--- src/rau_pkg.sv ---
// Shared types and constants for the rational arithmetic unit.
package rau_pkg;
	localparam int OPERAND_WIDTH = 32;
	localparam int WW = 64;
	localparam int CW = $clog2(WW + 1);

	typedef enum logic [1:0] {
		OP_ADD = 2'd0,
		OP_SUB = 2'd1,
		OP_MUL = 2'd2,
		OP_DIV = 2'd3
	} op_t;

	typedef struct packed {
		logic          start;
		logic [WW-1:0] dividend;
		logic [WW-1:0] divisor;
	} div_req_t;

	typedef struct packed {
		logic          done;
		logic [WW-1:0] quot;
		logic [WW-1:0] rem;
	} div_rsp_t;
endpackage

--- src/rau_div.sv ---
// Iterative restoring signed divider, one quotient bit per cycle, truncating.
module rau_div import rau_pkg::*; (
	input  logic     clk,
	input  logic     arst_n,
	input  div_req_t req,
	output div_rsp_t rsp
);
	logic          busy_q;
	logic [CW-1:0] cnt_q;
	logic [WW-1:0] rem_q;
	logic [WW-1:0] quo_q;
	logic [WW-1:0] dvs_q;
	logic          nq_q;
	logic          nr_q;
	logic          done_q;
	logic [WW:0]   trial;
	logic [WW:0]   shifted;
	logic [WW-1:0] ua;
	logic [WW-1:0] ub;

	assign ua = req.dividend[WW-1] ? (~req.dividend + 1'b1) : req.dividend;
	assign ub = req.divisor[WW-1] ? (~req.divisor + 1'b1) : req.divisor;
	assign shifted = {rem_q, quo_q[WW-1]};
	assign trial = shifted - {1'b0, dvs_q};

	always_ff @(posedge clk or negedge arst_n) begin
		if (!arst_n) begin
			busy_q <= 1'b0;
			done_q <= 1'b0;
			cnt_q  <= '0;
		end else begin
			done_q <= 1'b0;
			if (req.start) begin
				busy_q <= 1'b1;
				cnt_q  <= CW'(WW);
			end else if (busy_q) begin
				cnt_q <= cnt_q - 1'b1;
				if (cnt_q == CW'(1)) begin
					busy_q <= 1'b0;
					done_q <= 1'b1;
				end
			end
		end
	end

	always_ff @(posedge clk) begin
		if (req.start) begin
			rem_q <= '0;
			quo_q <= ua;
			dvs_q <= ub;
			nq_q  <= req.dividend[WW-1] ^ req.divisor[WW-1];
			nr_q  <= req.dividend[WW-1];
		end else if (busy_q) begin
			if (!trial[WW]) begin
				rem_q <= trial[WW-1:0];
				quo_q <= {quo_q[WW-2:0], 1'b1};
			end else begin
				rem_q <= shifted[WW-1:0];
				quo_q <= {quo_q[WW-2:0], 1'b0};
			end
		end
	end

	assign rsp.done = done_q;
	assign rsp.quot = nq_q ? (~quo_q + 1'b1) : quo_q;
	assign rsp.rem  = nr_q ? (~rem_q + 1'b1) : rem_q;
endmodule

--- config.mk ---
export PLATFORM = sky130hd
export DESIGN_NAME = rau_div
export DESIGN_NICKNAME = d
export VERILOG_FILES = /design/src/rau_pkg.sv /design/src/rau_div.sv
export SDC_FILE = /design/constraint.sdc
export NUM_CORES = 1
export LEC_CHECK = 0
export BUFFER_PORTS_ARGS = -buffer_cell sky130_fd_sc_hd__buf_2
export CAP_MARGIN = 20
export CORE_ASPECT_RATIO = 1.25
export CORE_UTILIZATION = 35
export DETAILED_ROUTE_END_ITERATION = 10
export HOLD_SLACK_MARGIN = 0.02
export PLACE_DENSITY_LB_ADDON = 0.12
export SYNTH_ARGS = -nofsm -noshare
export SYNTH_HDL_FRONTEND = slang
export SYNTH_SLANG_ARGS = --single-unit
--- constraint.sdc ---
create_clock -name clk -period 5.49 [get_ports clk]
set_input_delay 1.098 -clock clk [delete_from_list [all_inputs] [get_ports clk]]
set_output_delay 1.098 -clock clk [all_outputs]
set_load 0.05 [all_outputs]
==> metrics, run 1 <==
crit path launch type register; Mapped Area 16700 sq um; Reg2Reg Launch Point quo_q[63]; worst setup margin -379.1 ps; clk root buf clkbuf_16; simple-gate area share of the yosys netlist 0.1802; Initial DRC Count 849; synth unique cells 74; relative slew slack 0.4026; violated checks negative setup slack; clk_lat worst skew 530 ps; largest net degree at the start of global routing 157; Die ar. ~50000 sq um; Non-Filler Cell Area, Final 20060 sq um; Via density 5.392; R2R cell count 15; CTS max path bufs 3; post-route ant nets 0; PortBufs 259; syn nets 2216; worst hold path class input port to async pin; Fmax roughly 0.17 GHz; Post-DP Area between 15000 and 20000 sq um; TritonCTS Buffers 25; vias in the first global route 15190; Critical Path Fanout Max 5; Slew Limit Fails 0; post-synthesis compound-gate area fraction 0.2164; antenna violations before repair 1; clock sinks 203; global-route wire length before repair approximately 82000 um; gp weighted congestion 0.8606; DR pass1 iterations 5; adder and majority gate portion of the synthesized area 0.05364; nets ~2500; Routed WL 52800 um; clock slew at reported path FFs 60 ps; worst setup path category register to output pin; Initial Utilization 0.3546; #FFs+latches synth 203; die height approximately 250 um; Cell Rows 89; Worst EP required 4390 ps; xor/xnor share of the synthesized area 0.1641; Worst EP arrival between 4000 and 5000 ps; RSZ-0062 raised after global routing yes; Remaining Overflow, GRT 0; largest family of logic cells by synthesized area compound AO/OA/AOI/OAI gates; worst-margin pin slew 896.0 ps; mux contribution to synthesized area 0.01408; Area growth, synth to finish 20.11%; # DRC 0; synthesized area per cell 8.293 sq um; Syn Inst Count around 2000; endpoints failing setup 12; Worst setup EP type output pin; Post-DP HPWL around 40000 um; worst clock skew 12.64 ps; Avg WL per Cell 18.06 um; period utilization 1.069; chip width around 200 um; FF-to-FF setup slack 930 ps; CTS H-tree lvls 1; Seq/Total Area, Yosys 0.3239; setup TNS -3306 ps; Ys Warns 0; worst r2r dst rem_q[15]; CORE AREA 47100 sq um; final hold vios 0; status complete, but fails checks; num ports 260; via count 15770; Synth async-reset ratio 0.04433; top_reg_cell synth edfxtp_1; Tmin final 5869 ps; share of cells above drive strength 1 0.1899; All-Layer GR Usage 0.2113; number of flops mapped to enable cells by yosys 130; CTS tree built; Max Cap Violations 0
-- final cells by class --
type,instances,area (sq um)
Timing Repair Buffer,335,1967
Multi-Input combinational cell,1602,10710
Tap cell,637,797.0
Sequential cell,203,5413
Inverter,101,379.1
Clock buffer,38,684.4
Fill cell,4791,27040
Clock inverter,7,112.6
Antenna cell,1,2.502
-- metrics by stage --
| stage | worst slack (ps) | hold WS (ps) | instances | util |
|---|---|---|---|---|
| CTS | -394.7 | 391.4 | 2918 | 0.4232 |
| finish | -379.1 | 410.9 | 2924 | 0.4259 |
| detailed placement | -71.60 | 526.5 | 2865 | 0.4016 |
| global placement | -43.12 | 520.7 | 2865 | 0.4016 |
| floorplan | 109.6 | 488.1 | 2014 | - |
| global route | -534.0 | 410.7 | 2923 | 0.4259 |
-- placed cells by master (no fill, tap or decap), types with 10 or more instances in the layout --
cell type / count
o21ai_0: 154
buf_4: 97
xor2_1: 77
o41ai_1: 25
or4_4: 13
or3_1: 49
nand4_1: 35
o21bai_1: 15
nand3_1: 20
mux2i_1: 19
nand2b_1: 15
buf_2: 233
inv_1: 99
o21a_1: 10
a311oi_1: 31
nor2_1: 160
or4_1: 26
a21o_1: 23
o31ai_1: 75
clkbuf_1: 12
a21oi_1: 154
edfxtp_1: 130
nor3_1: 27
xnor2_1: 234
nand2_1: 222
a211oi_1: 13
clkbuf_16: 25
nor4_1: 13
a31oi_1: 10
dfxtp_1: 63
ha_1: 70
-- cell families (layout without fill, tap and decap cells) --
group           Yosys count  count (layout)
compound gates          569             569
xor+xnor                313             313
fa+ha+maj                71              71
buf+inv                 209             481
flops                   203             203
mux                      23              23
other cells               0               1
simple gates            626             626
-- how the worst max path moves through the flow --
stage	endpoint	cells past startpoint	from
final	rsp[56]	12	rem_q[6]
after global routing	rsp[57]	12	rem_q[6]
after CTS	rsp[61]	12	rem_q[6]
after detailed placement	rsp[56]	12	rem_q[6]
after global placement	rsp[56]	12	rem_q[6]
after floorplan	rsp[57]	11	rem_q[6]
-- synth_stat cells (8+ instances only) --
cell,n,area [sq um]
or3_1,56,350.3
a31oi_1,10,62.56
o41ai_1,25,219.0
nand4_1,35,219.0
nand2b_1,15,93.84
a21o_1,23,172.7
or2_2,8,50.05
dfxtp_1,64,1281
nand2_1,224,840.8
a21oi_1,154,770.7
o21a_1,10,75.07
ha_1,70,875.8
nor3_1,27,135.1
clkbuf_1,99,371.6
edfxtp_1,130,3904
or4_1,32,240.2
o31ai_1,81,608.1
dfrtp_1,9,225.2
o21bai_1,15,112.6
o21ai_0,159,795.8
inv_1,100,375.4
mux2i_1,19,190.2
a211oi_1,13,97.59
xor2_1,78,683.2
nand3_1,20,100.1
xnor2_1,235,2058
nor4_1,13,81.33
nor2_1,162,608.1
a311oi_1,31,271.5
-- registers in the layout, summed over array words and instances (netlist names) --
register	flops
rem_q	64
dvs_q	64
quo_q	64
cnt_q	7
done_q	1
nq_q	1
nr_q	1
busy_q	1
-- critical path, stage by stage (launching register included) --
cell and delay (ps):
dfxtp_2 320, or4_4 530, or2_4 280, nor3_4 210, nand2_2 120, or3_4 350, or4_4 460, or4_4 460
or4_4 450, or4_4 480, o31ai_2 220, xnor2_1 140, buf_4 220
-- repair_timing --
item | in CTS | in global routing
hold buffers | 0 | 0
endpoints found under the setup margin | 26 | 25
pin swaps | 5 | 7
gates resized for setup | 47 | 25
buffers inserted | 8 | 5
-- per-layer routing --
layer  track usage  wire, um  vias to the layer above
li1              -         -                     7794
met1        0.2673     23160                     7506
met2        0.3831     26060                      401
met3       0.01985      2481                       62
met4       0.04925      1081                        2
met5             0        16                        -
Power of run 1 is not shown: default switching activity piles up to over one toggle a cycle in this logic, so the estimate is an artifact.
==> inputs of run 2 (changes only) <==
--- a/config.mk
+++ b/config.mk
@@ -8,7 +8,7 @@
 export BUFFER_PORTS_ARGS = -buffer_cell sky130_fd_sc_hd__buf_2
 export CAP_MARGIN = 20
 export CORE_ASPECT_RATIO = 1.25
-export CORE_UTILIZATION = 35
+export CORE_UTILIZATION = 40
 export DETAILED_ROUTE_END_ITERATION = 10
 export HOLD_SLACK_MARGIN = 0.02
 export PLACE_DENSITY_LB_ADDON = 0.12
==> metrics, run 2 (synthesized netlist as in run 1, its figures left out) <==
status complete, but fails checks; violated checks negative setup slack; Cell Rows 83 (-6.7%); largest stage delay on the critical path 530 ps (about the same); via count 15780 (+0.082%); All-Layer GR Usage 0.2367 (+0.02541); relative slew slack 0.3269 (-0.07570); die height 230.5 um (-6.4%); nets 2468 (-0.081%); crit path launch type register; Post-CTS Hold Fix Bufs 0 (unchanged); gp weighted congestion 0.8949 (+4.0%); period utilization 1.063 (-0.006272); CORE AREA 41120 sq um (-13%); ant diodes 0 (-1); TritonCTS Buffers 25 (unchanged); vias in the first global route 15360 (+1.1%); endpoints failing setup 11 (-1); worst hold path class input port to async pin; final core occ 0.4857 (+0.05977); Initial DRC Count 864 (+1.8%); Regs by FF count dvs_q x64, quo_q x64, rem_q x64; Via density 5.563 (+3.2%); final hold vios 0 (unchanged); global-route wire length before repair 80860 um (-1.7%); antenna violations before repair 0 (-1); Avg WL per Cell 18.17 um (+0.64%); Slew Limit Fails 0 (unchanged); CTS tree built; Tmin final 5835 ps (-34.43 ps); clk_lat worst skew 550 ps (+20 ps); Routed WL 51540 um (-2.4%); Cell Chain, Critical Path or4_4 > or2_4 > nor3_4 > nand2_2 > or3_4 > or4_4 > or4_4 > or4_4 > or4_4 > o41ai_2 > xnor2_1 > buf_4; clock slew at reported path FFs 60 ps (about the same); Worst EP required 4390 ps (about the same); RSZ-0062 raised after global routing yes; most common cell after layout, fill and taps aside xnor2_1; Remaining Overflow, GRT 0 (unchanged); # DRC 0 (unchanged); worst setup path category register to output pin; worst setup margin -344.6 ps (+34.43 ps); Max Cap Violations 0 (unchanged); slowest CP cell or4_4; clock sinks 203 (unchanged); Area growth, synth to finish 19.58%; Initial Utilization 0.4061 (+0.05156); largest net degree at the start of global routing 95 (-39%); DP Worst Slack -48.55 ps (+23.05 ps); clk root buf clkbuf_16; worst clock skew 11.61 ps (-1.038 ps); num ports 260 (unchanged); PortBufs 259 (unchanged); Worst setup EP type output pin; setup TNS -2831 ps (+474.4 ps); most frequent cell on the critical path or4_4; CTS max path bufs 3 (unchanged); worst-margin pin slew 1010 ps (+113.6 ps); Die ar. 42580 sq um (-12%); share of cells above drive strength 1 0.1957 (+0.005858); DR pass1 iterations 5 (unchanged); chip width 184.8 um (-6.4%); most frequent cells in the layout 233 x xnor2_1, 232 x buf_2, 221 x nand2_1; post-route ant nets 0 (unchanged); Worst EP arrival 4740 ps (-30 ps); CTS H-tree lvls 1 (unchanged); Post-DP HPWL 38840 um (-4.0%); Fmax 0.1714 GHz (+0.59%); Critical Path Fanout Max 5 (unchanged)
-- run 2: cell type report --
class / instances / area [sq um]
clock inverters: 13 / 127.6
fillers: 4103 / 21150
clock buffers: 32 / 683.2
multi-input cells: 1602 / 10730
flip-flops and latches: 203 / 5413
inverters: 101 / 379.1
well taps: 552 / 690.7
repair buffers: 333 / 1954
-- run 2: through the flow --
stage | cells | hold WS (ps) | cell area [sq um]
floorplan | 2014 | 488.1 | 16700
global placement | 2774 | 523.3 | 18750
detailed placement | 2774 | 531.7 | 18750
CTS | 2827 | 392.0 | 19760
global route | 2836 | 407.0 | 19970
finish | 2836 | 398.4 | 19970
-- run 2: timing repair --
item / 4_1_cts / 5_1_grt
pin swaps: 4 / 6
endpoints found under the setup margin: 26 / 27
setup buffers: 8 / 8
gates resized for setup: 44 / 33
-- run 2: layer usage --
metal  global-route usage  share of wire  up-vias
met2               0.4181           0.49      424
met4              0.06896          0.025        0
met3              0.02319          0.049       72
li1                     -              -     7801
met1               0.3021           0.44     7481
met5                    0              0        -
-- run 2: worst paths after layout --
check	slack (ps)	to	startpoint	cells after the start
min in group clk	550	cnt_q[5]	cnt_q[5]	2
setup reg to reg	830	rem_q[58]	quo_q[63]	15
setup / recovery	-340	rsp[57]	rem_q[6]	12
hold / removal	400	cnt_q[6]	arst_n	1
max in group asynchronous	4880	busy_q	arst_n	1
hold reg to reg	550	cnt_q[5]	cnt_q[5]	2
-- run 2: critical path, delay by kind of cell (launching register included) --
family | cells | cell delay, ps
XOR/XNOR | 1 | 160
buffers and inverters | 1 | 220
AO/OA/AOI/OAI | 1 | 250
flip-flops | 1 | 320
AND/OR/NAND/NOR | 9 | 3250
Power of run 2 is left out for the same reason.
